===== src/rtl/mck_pkg.sv =====
// ----------------------------------------------------------------------------
// mck_pkg: shared types, constants and the Morse pattern table
// Holds the register indexes, the controller/datapath interface structs and
// the Morse element patterns for the coded part of the ASCII range.
// ----------------------------------------------------------------------------
`default_nettype none

package mck_pkg;

	localparam int CharW   = 8;
	localparam int UnitsW  = 4;
	localparam int DashW   = 3;
	localparam int MaxEl   = 7;
	localparam int ElCntW  = 3;
	localparam int CfgIdxW = 2;

	localparam logic [CharW-1:0] FoldAbove  = 8'd96;
	localparam logic [CharW-1:0] FoldBy     = 8'd32;
	localparam logic [CharW-1:0] FirstCoded = 8'd32;
	localparam logic [CharW-1:0] LastCoded  = 8'd95;

	localparam logic [CfgIdxW-1:0] CFG_DASH     = 2'd0;
	localparam logic [CfgIdxW-1:0] CFG_CHAR_GAP = 2'd1;
	localparam logic [CfgIdxW-1:0] CFG_WORD_GAP = 2'd2;

	localparam logic [DashW-1:0]  DashReset    = 3'd3;
	localparam logic [UnitsW-1:0] CharGapReset = 4'd3;
	localparam logic [UnitsW-1:0] WordGapReset = 4'd4;

	// Element count and dah flags; element 0 sits at the left (bit 6).
	typedef struct packed {
		logic [ElCntW-1:0] len;
		logic [MaxEl-1:0]  dah;
	} pattern_t;

	typedef struct packed {
		logic load;
		logic emit_on;
		logic emit_off;
		logic emit_space;
	} mck_cmd_t;

	typedef struct packed {
		logic is_space;
		logic is_coded;
		logic slot_free;
		logic el_final;
	} mck_sts_t;

	function automatic pattern_t pattern_lookup(input logic [5:0] idx);
		pattern_t p;
		p = '{len: 3'd0, dah: 7'b0000000};
		case (idx)
			6'd1:  p = '{3'd6, 7'b1010110}; // !
			6'd2:  p = '{3'd6, 7'b0100100}; // "
			6'd4:  p = '{3'd7, 7'b0001001}; // $
			6'd6:  p = '{3'd5, 7'b0100000}; // &
			6'd7:  p = '{3'd6, 7'b0111100}; // '
			6'd8:  p = '{3'd5, 7'b1011000}; // (
			6'd9:  p = '{3'd6, 7'b1011010}; // )
			6'd11: p = '{3'd5, 7'b0101000}; // +
			6'd12: p = '{3'd6, 7'b1100110}; // ,
			6'd13: p = '{3'd6, 7'b1000010}; // -
			6'd14: p = '{3'd6, 7'b0101010}; // .
			6'd15: p = '{3'd5, 7'b1001000}; // /
			6'd16: p = '{3'd5, 7'b1111100}; // 0
			6'd17: p = '{3'd5, 7'b0111100};
			6'd18: p = '{3'd5, 7'b0011100};
			6'd19: p = '{3'd5, 7'b0001100};
			6'd20: p = '{3'd5, 7'b0000100};
			6'd21: p = '{3'd5, 7'b0000000};
			6'd22: p = '{3'd5, 7'b1000000};
			6'd23: p = '{3'd5, 7'b1100000};
			6'd24: p = '{3'd5, 7'b1110000};
			6'd25: p = '{3'd5, 7'b1111000}; // 9
			6'd33: p = '{3'd2, 7'b0100000}; // A
			6'd34: p = '{3'd4, 7'b1000000};
			6'd35: p = '{3'd4, 7'b1010000};
			6'd36: p = '{3'd3, 7'b1000000};
			6'd37: p = '{3'd1, 7'b0000000};
			6'd38: p = '{3'd4, 7'b0010000};
			6'd39: p = '{3'd3, 7'b1100000};
			6'd40: p = '{3'd4, 7'b0000000};
			6'd41: p = '{3'd2, 7'b0000000};
			6'd42: p = '{3'd4, 7'b0111000};
			6'd43: p = '{3'd3, 7'b1010000};
			6'd44: p = '{3'd4, 7'b0100000};
			6'd45: p = '{3'd2, 7'b1100000};
			6'd46: p = '{3'd2, 7'b1000000};
			6'd47: p = '{3'd3, 7'b1110000};
			6'd48: p = '{3'd4, 7'b0110000};
			6'd49: p = '{3'd4, 7'b1101000};
			6'd50: p = '{3'd3, 7'b0100000};
			6'd51: p = '{3'd3, 7'b0000000};
			6'd52: p = '{3'd1, 7'b1000000};
			6'd53: p = '{3'd3, 7'b0010000};
			6'd54: p = '{3'd4, 7'b0001000};
			6'd55: p = '{3'd3, 7'b0110000};
			6'd56: p = '{3'd4, 7'b1001000};
			6'd57: p = '{3'd4, 7'b1011000};
			6'd58: p = '{3'd4, 7'b1100000}; // Z
			default: p = '{len: 3'd0, dah: 7'b0000000};
		endcase
		return p;
	endfunction

endpackage

`default_nettype wire


===== src/rtl/mck_ctrl.sv =====
// ----------------------------------------------------------------------------
// mck_ctrl: keyer sequencing controller
// Walks each character through its key-on and gap segments and tells the
// datapath when to load a character and when to emit each segment.
// ----------------------------------------------------------------------------
`default_nettype none

module mck_ctrl
	import mck_pkg::*;
(
	input  wire logic     clk,
	input  wire logic     arst_n,
	input  wire logic     in_valid,
	output logic          in_ready,
	input  wire mck_sts_t sts,
	output mck_cmd_t      cmd
);

	typedef enum logic [3:0] {
		ST_IDLE  = 4'b0001,
		ST_SPACE = 4'b0010,
		ST_ON    = 4'b0100,
		ST_OFF   = 4'b1000
	} state_t;

	state_t state_q, state_d;

	always_comb begin
		state_d  = state_q;
		cmd      = '0;
		in_ready = 1'b0;
		unique case (state_q)
			ST_IDLE: begin
				in_ready = 1'b1;
				if (in_valid) begin
					cmd.load = 1'b1;
					if (sts.is_space) begin
						state_d = ST_SPACE;
					end else if (sts.is_coded) begin
						state_d = ST_ON;
					end
				end
			end
			ST_SPACE: begin
				if (sts.slot_free) begin
					cmd.emit_space = 1'b1;
					state_d        = ST_IDLE;
				end
			end
			ST_ON: begin
				if (sts.slot_free) begin
					cmd.emit_on = 1'b1;
					state_d     = ST_OFF;
				end
			end
			ST_OFF: begin
				if (sts.slot_free) begin
					cmd.emit_off = 1'b1;
					state_d      = sts.el_final ? ST_IDLE : ST_ON;
				end
			end
			default: begin
				state_d = ST_IDLE;
			end
		endcase
	end

	always_ff @(posedge clk or negedge arst_n) begin
		if (!arst_n) begin
			state_q <= ST_IDLE;
		end else begin
			state_q <= state_d;
		end
	end

endmodule

`default_nettype wire


===== src/rtl/mck_dp.sv =====
// ----------------------------------------------------------------------------
// mck_dp: keyer datapath
// Holds the timing registers, decodes the character into its element pattern,
// steps through the elements and drives the registered output segment.
// ----------------------------------------------------------------------------
`default_nettype none

module mck_dp
	import mck_pkg::*;
(
	input  wire logic               clk,
	input  wire logic               arst_n,
	input  wire logic [CharW-1:0]   char_code,
	input  wire logic               cfg_valid,
	input  wire logic [CfgIdxW-1:0] cfg_index,
	input  wire logic [UnitsW-1:0]  cfg_data,
	input  wire mck_cmd_t           cmd,
	output mck_sts_t                sts,
	output logic                    out_valid,
	input  wire logic               out_ready,
	output logic                    key_on,
	output logic [UnitsW-1:0]       units,
	output logic                    last
);

	logic [DashW-1:0]  dash_units_q;
	logic [UnitsW-1:0] char_gap_q;
	logic [UnitsW-1:0] word_gap_q;

	logic [CharW-1:0]  folded;
	logic [5:0]        rel;
	logic              in_range;
	pattern_t          pat;

	logic [MaxEl-1:0]  dah_q;
	logic [ElCntW-1:0] rem_q;
	logic              out_valid_q;
	logic              emit;

	always_ff @(posedge clk or negedge arst_n) begin
		if (!arst_n) begin
			dash_units_q <= DashReset;
			char_gap_q   <= CharGapReset;
			word_gap_q   <= WordGapReset;
		end else if (cfg_valid) begin
			unique case (cfg_index)
				CFG_DASH:     dash_units_q <= cfg_data[DashW-1:0];
				CFG_CHAR_GAP: char_gap_q   <= cfg_data;
				CFG_WORD_GAP: word_gap_q   <= cfg_data;
				default: ;
			endcase
		end
	end

	// Lower case folds onto upper case before the table lookup.
	assign folded   = (char_code > FoldAbove) ? (char_code - FoldBy) : char_code;
	assign rel      = folded[5:0] - FirstCoded[5:0];
	assign in_range = (folded >= FirstCoded) && (folded <= LastCoded);
	assign pat      = pattern_lookup(rel);

	assign emit = cmd.emit_on | cmd.emit_off | cmd.emit_space;

	assign sts.is_space  = (folded == FirstCoded);
	assign sts.is_coded  = in_range && (pat.len != '0);
	assign sts.slot_free = ~out_valid_q | out_ready;
	assign sts.el_final  = (rem_q == '0);

	// The element under work always sits in the top bit of the dah flags.
	always_ff @(posedge clk) begin
		if (cmd.load) begin
			dah_q <= pat.dah;
			rem_q <= pat.len - 3'd1;
		end else if (cmd.emit_off) begin
			dah_q <= {dah_q[MaxEl-2:0], 1'b0};
			rem_q <= rem_q - 3'd1;
		end
	end

	always_ff @(posedge clk or negedge arst_n) begin
		if (!arst_n) begin
			out_valid_q <= 1'b0;
		end else begin
			out_valid_q <= emit | (out_valid_q & ~out_ready);
		end
	end

	always_ff @(posedge clk) begin
		if (cmd.emit_on) begin
			key_on <= 1'b1;
			units  <= dah_q[MaxEl-1] ? {1'b0, dash_units_q} : 4'd1;
			last   <= 1'b0;
		end else if (cmd.emit_off) begin
			key_on <= 1'b0;
			units  <= sts.el_final ? char_gap_q : 4'd1;
			last   <= sts.el_final;
		end else if (cmd.emit_space) begin
			key_on <= 1'b0;
			units  <= word_gap_q;
			last   <= 1'b1;
		end
	end

	assign out_valid = out_valid_q;

endmodule

`default_nettype wire


===== src/rtl/morse_character_keyer.sv =====
// ----------------------------------------------------------------------------
// morse_character_keyer: ASCII to Morse keying segment encoder
// Converts one character word into its run of key-on and key-off segments.
// ----------------------------------------------------------------------------
// Each accepted character word produces 0 to 14 segment words on the output:
// one key-on segment per dit or dah, each followed by a key-off gap of one
// unit, with the final gap stretched to the character gap and flagged last.
// A space gives a single word-gap segment; characters without a code give
// nothing. Lower case is folded to upper case. The controller sends one
// segment per cycle into the output register while the output is not
// stalled; the next character is taken in the cycle after its last segment
// is loaded. The configuration port is always ready and should be written
// only while the block is idle.
// ----------------------------------------------------------------------------
`default_nettype none

module morse_character_keyer
	import mck_pkg::*;
(
	input  wire logic               clk,
	input  wire logic               arst_n,
	input  wire logic               in_valid,
	output logic                    in_ready,
	input  wire logic [CharW-1:0]   char_code,
	output logic                    out_valid,
	input  wire logic               out_ready,
	output logic                    key_on,
	output logic [UnitsW-1:0]       units,
	output logic                    last,
	input  wire logic               cfg_valid,
	output logic                    cfg_ready,
	input  wire logic [CfgIdxW-1:0] cfg_index,
	input  wire logic [UnitsW-1:0]  cfg_data
);

	mck_cmd_t cmd;
	mck_sts_t sts;

	assign cfg_ready = 1'b1;

	mck_ctrl u_ctrl (
		.clk      (clk),
		.arst_n   (arst_n),
		.in_valid (in_valid),
		.in_ready (in_ready),
		.sts      (sts),
		.cmd      (cmd)
	);

	mck_dp u_dp (
		.clk       (clk),
		.arst_n    (arst_n),
		.char_code (char_code),
		.cfg_valid (cfg_valid & cfg_ready),
		.cfg_index (cfg_index),
		.cfg_data  (cfg_data),
		.cmd       (cmd),
		.sts       (sts),
		.out_valid (out_valid),
		.out_ready (out_ready),
		.key_on    (key_on),
		.units     (units),
		.last      (last)
	);

	// A key-on segment never ends a character.
	a_on_not_last: assert property (@(posedge clk) disable iff (!arst_n)
		out_valid && key_on |-> !last)
		else $error("key-on segment flagged as last");

	// Once a key-on segment is taken, its gap is ready in the next cycle.
	a_gap_follows: assert property (@(posedge clk) disable iff (!arst_n)
		out_valid && out_ready && key_on |=> out_valid && !key_on)
		else $error("gap did not follow a key-on segment");

	// Gaps inside a character are always one unit long.
	a_inner_gap: assert property (@(posedge clk) disable iff (!arst_n)
		out_valid && !key_on && !last |-> units == 4'd1)
		else $error("inner gap is not one unit");

	// No new character is taken while a segment is still being loaded.
	a_no_overlap: assert property (@(posedge clk) disable iff (!arst_n)
		in_ready |-> !(cmd.emit_on || cmd.emit_off || cmd.emit_space))
		else $error("character accepted during segment emission");

endmodule

`default_nettype wire


===== config.mk =====
export PLATFORM = sky130hd
export DESIGN_NAME = morse_character_keyer
export DESIGN_NICKNAME = d
export VERILOG_FILES = /design/src/rtl/mck_pkg.sv /design/src/rtl/mck_ctrl.sv /design/src/rtl/mck_dp.sv /design/src/rtl/morse_character_keyer.sv
export SDC_FILE = /design/constraint.sdc
export NUM_CORES = 1
export LEC_CHECK = 0
export BUFFER_PORTS_ARGS = -buffer_cell sky130_fd_sc_hd__buf_2
export CAP_MARGIN = 30
export CORE_MARGIN = 1
export CORE_UTILIZATION = 37
export DETAILED_ROUTE_END_ITERATION = 7
export SLEW_MARGIN = 20
export SYNTH_ARGS = -nofsm -noshare
export SYNTH_HDL_FRONTEND = slang
export SYNTH_SLANG_ARGS = --single-unit

===== constraint.sdc =====
create_clock -name clk -period 3.1 [get_ports clk]
set_clock_uncertainty 0.05 [all_clocks]
set_input_delay 0.62 -clock clk [delete_from_list [all_inputs] [get_ports clk]]
set_output_delay 0.62 -clock clk [all_outputs]
set_load 0.05 [all_outputs]

==> metrics.json <==
{
  "combinational_family_with_the_most_area_after_synthesis": "compound AO/OA/AOI/OAI gates",
  "unrepaired_setup_endpoints_after_global_routing": "false",
  "detailroute.via_count": 2226,
  "die_width_um": 86.1,
  "synth_mux_area_frac": 0.106,
  "routed_via_density": 5.42,
  "maxCapViolCount": 0,
  "grt_overflow": 0,
  "cp_data_arrival_time_ns": 2.58,
  "endpoint_kind": "flop",
  "clkSlewWorstSetupHoldPaths_ns": 0.07,
  "initial_utilization": 0.383,
  "placement.cell_area_um2": 2840,
  "synth.lib_cells_used.distinct": 63,
  "dominantRegCellSynth": "sky130_fd_sc_hd__edfxtp_1",
  "design_area_um2": 2960,
  "compound_gate_fraction_of_synth_area": 0.227,
  "endpoint": "u_dp.rem_q[2]",
  "postCtsResizedCells": 0,
  "netlist_instances": 293,
  "non_filler_cells_final": 411,
  "ff2ff_path_depth": 4,
  "fmax_mhz": 386,
  "clock-sinks": 32,
  "first_pass_iters": 4,
  "fillerInstances": 693,
  "cts_hold_buffers": 0,
  "synthesis.area_um2": 2620,
  "setup.worst_path.class": "input port to flop",
  "r2r_start": "u_ctrl.state_q[1]",
  "mostFrequentLayoutCell": "sky130_fd_sc_hd__buf_2",
  "post-cts-setup-buffer-count": 0,
  "yosys_warnings": 0,
  "hold_path.class": "input port to asynchronous set/reset pin",
  "drcViolationCount": 0,
  "critPathRequiredTime_ns": 3.09,
  "cts_root_buf": "sky130_fd_sc_hd__clkbuf_8",
  "number_of_port_buffers": 26,
  "yosys.area_share.xor_xnor": 0.0134,
  "core.rowCount": 30,
  "detail_routed_net_length_per_standard_cell_um": 14.1,
  "area.growth.synth_to_final_pct": 12.9,
  "grt.total_usage": 0.169,
  "tightestPinTransition_ns": 0.930,
  "layout.core_utilization": 0.433,
  "io-pin-count": 28,
  "hold_viol_final": 0,
  "timing.slew.headroom": 0.375,
  "vdd_ir_drop_max_mv": 0.222,
  "outcome": "finished clean",
  "postSynthRegisterBits": 32,
  "number_of_global_route_vias_before_repair": 2063,
  "slew_viol_final": 0,
  "timing.critical_path.from_type": "input port",
  "cts_tree": "yes",
  "core_area_um2": 6830,
  "postSynth.asyncResetShare": 0.500,
  "gp_congestion": 0.810,
  "most-common-layout-cells": "sky130_fd_sc_hd__buf_2 (26), sky130_fd_sc_hd__a21oi_1 (22), sky130_fd_sc_hd__o21ai_0 (19)",
  "final_nets": 343,
  "diodes": 0,
  "final_antenna_net_count": 0,
  "place_hpwl_mm": 4.28,
  "finalSetupTns_ns": 0,
  "ys_seq_area_frac": 0.332,
  "cts_htree_levels": 2,
  "postSynthNetCount": 322,
  "initial_antenna_violation_count": 0,
  "reg2reg_setup_slack_ns": 0.71,
  "post_synth_fa_ha_maj_area_fraction": 0.0478,
  "worst_reg2reg_path_endpoint": "u_dp.dah_q[1]",
  "grt_first_pass_wirelength_mm": 9.94,
  "critical_path.startpoint": "char_code[0]",
  "synth_area_per_cell_um2": 8.93,
  "synth-edff-count": 14,
  "post-route-period-util": 0.836,
  "netlist.top_cell.by_area": "sky130_fd_sc_hd__edfxtp_1",
  "final-setup-viol-count": 0,
  "maximum_number_of_pins_on_one_net_before_global_route_repair": 41,
  "detailedRoute.firstIterationViolations": 123,
  "top_cell_type_s_share_of_synthesized_area": 0.161,
  "worstPathMaxFanout": 6,
  "power.density_nw_per_um2": 585,
  "fp.dieArea_um2": 7410,
  "tritoncts.num_buffers": 5,
  "clock_latency_on_the_worst_skew_pair_ns": 0.28,
  "clock_tree.buffer_depth": 2,
  "layout-drive-gt1-share": 0.254,
  "finalWirelength_mm": 5.81,
  "netlist_top_cells_area": "sky130_fd_sc_hd__edfxtp_1 (16%), sky130_fd_sc_hd__dfrtp_1 (9.6%), sky130_fd_sc_hd__dfstp_2 (6.0%), sky130_fd_sc_hd__mux2_2 (6.0%), sky130_fd_sc_hd__ha_1 (4.8%)",
  "dp.cells": 403,
  "die_h_um": 86.1,
  "post-route-min-period_ns": 2.59,
  "synth_simple_gate_area_frac": 0.209,
  "power_leakage_nw": 1.19
}
## cells by family (layout without fill, tap and decap cells)
kind of cell / count (synthesis) / in the layout
AO/OA/AOI/OAI: 86 / 86
XOR/XNOR: 4 / 4
adder cells (fa/ha/maj): 10 / 10
buffers and inverters: 39 / 61
flip-flops: 32 / 32
multiplexers: 23 / 23
other: 1 / 1
AND/OR/NAND/NOR: 98 / 98
## sequential cells by signal (all words and copies together), names as in the netlist
name / count
u_ctrl.state_q: 4
u_dp.char_gap_q: 4
u_dp.dah_q: 7
u_dp.dash_units_q: 3
u_dp.key_on: 1
u_dp.last: 1
u_dp.out_valid: 1
u_dp.rem_q: 3
u_dp.units: 4
u_dp.word_gap_q: 4
## metrics by stage
step                setup slack [ns]  hold slack (ns)  power (mW)
floorplan                      0.238            0.274        1.19
global placement               0.233            0.435        1.34
detailed placement             0.231            0.440        1.34
CTS                            0.520            0.204        1.74
global route                   0.381            0.218        1.85
finish                         0.510            0.193        1.73
## worst min-delay path by stage
stage / start / endpoint / slack [ns] / depth (start not counted)
finish: arst_n / u_ctrl.state_q[3] / 0.19 / 1
global placement: u_dp.char_gap_q[2] / u_dp.char_gap_q[2] / 0.44 / 1
CTS: arst_n / u_ctrl.state_q[3] / 0.20 / 1
detailed placement: u_dp.char_gap_q[2] / u_dp.char_gap_q[2] / 0.44 / 1
floorplan: arst_n / u_ctrl.state_q[1] / 0.27 / 0
global route: arst_n / u_dp.out_valid / 0.22 / 1
## layout make-up
class                   instances  area (µm²)  area share
clock buffers                   5        68.8      0.0233
repair buffers                 37         213      0.0720
multi-input cells             222        1580       0.536
clock inverters                 3        42.5      0.0144
flip-flops and latches         32         868       0.294
inverters                      16        60.1      0.0203
well taps                      96         120      0.0406
## worst max-delay path: stages
cell                        delay (ns)
sky130_fd_sc_hd__buf_2            0.15
sky130_fd_sc_hd__inv_1            0.09
sky130_fd_sc_hd__ha_1             0.36
sky130_fd_sc_hd__or3b_2           0.46
sky130_fd_sc_hd__a21oi_1          0.21
sky130_fd_sc_hd__a2111oi_2        0.09
sky130_fd_sc_hd__nor3_1           0.18
sky130_fd_sc_hd__a21oi_1          0.08
sky130_fd_sc_hd__ha_1             0.23
sky130_fd_sc_hd__xnor2_1          0.12
## power breakdown
part           switching (mW)  internal, mW
logic                   0.406         0.253
registers              0.0758         0.597
clock network           0.158         0.238
## per-layer routing
layer / track usage / vias up / wire (µm)
met3: 0.0298 / 7 / 222
met5: 0 / - / 0
met1: 0.231 / 1044 / 2820
met4: 0.0485 / 0 / 78
li1: - / 1122 / -
met2: 0.273 / 53 / 2690
## cells in the mapped netlist (2+ instances only)
library cell and count:
sky130_fd_sc_hd__a21oi_1 22, sky130_fd_sc_hd__o21ai_0 19, sky130_fd_sc_hd__clkbuf_1 18, sky130_fd_sc_hd__nand2_1 18, sky130_fd_sc_hd__nor2_1 18, sky130_fd_sc_hd__inv_1 16
sky130_fd_sc_hd__edfxtp_1 14, sky130_fd_sc_hd__mux2_2 14, sky130_fd_sc_hd__nand2b_1 12, sky130_fd_sc_hd__dfrtp_1 10, sky130_fd_sc_hd__ha_1 10, sky130_fd_sc_hd__nor2b_1 7
sky130_fd_sc_hd__nor3_1 7, sky130_fd_sc_hd__dfstp_2 6, sky130_fd_sc_hd__mux2i_1 6, sky130_fd_sc_hd__nand3_1 6, sky130_fd_sc_hd__o211ai_1 5, sky130_fd_sc_hd__a211oi_1 4
sky130_fd_sc_hd__and2_1 4, sky130_fd_sc_hd__nand3b_1 4, sky130_fd_sc_hd__o21a_1 4, sky130_fd_sc_hd__o22ai_1 4, sky130_fd_sc_hd__a31oi_1 3, sky130_fd_sc_hd__nand4b_1 3
sky130_fd_sc_hd__nor3b_1 3, sky130_fd_sc_hd__or2_2 3, sky130_fd_sc_hd__or3b_2 3, sky130_fd_sc_hd__a21boi_0 2, sky130_fd_sc_hd__a221oi_1 2, sky130_fd_sc_hd__a2bb2oi_1 2
sky130_fd_sc_hd__a32o_1 2, sky130_fd_sc_hd__and3_1 2, sky130_fd_sc_hd__buf_6 2, sky130_fd_sc_hd__dfxtp_1 2, sky130_fd_sc_hd__mux4_2 2, sky130_fd_sc_hd__nand4_1 2
sky130_fd_sc_hd__nor4b_1 2, sky130_fd_sc_hd__o31ai_1 2, sky130_fd_sc_hd__o32ai_1 2, sky130_fd_sc_hd__xnor2_1 2, sky130_fd_sc_hd__xor2_1 2
Power figures use the tool's default switching activity.
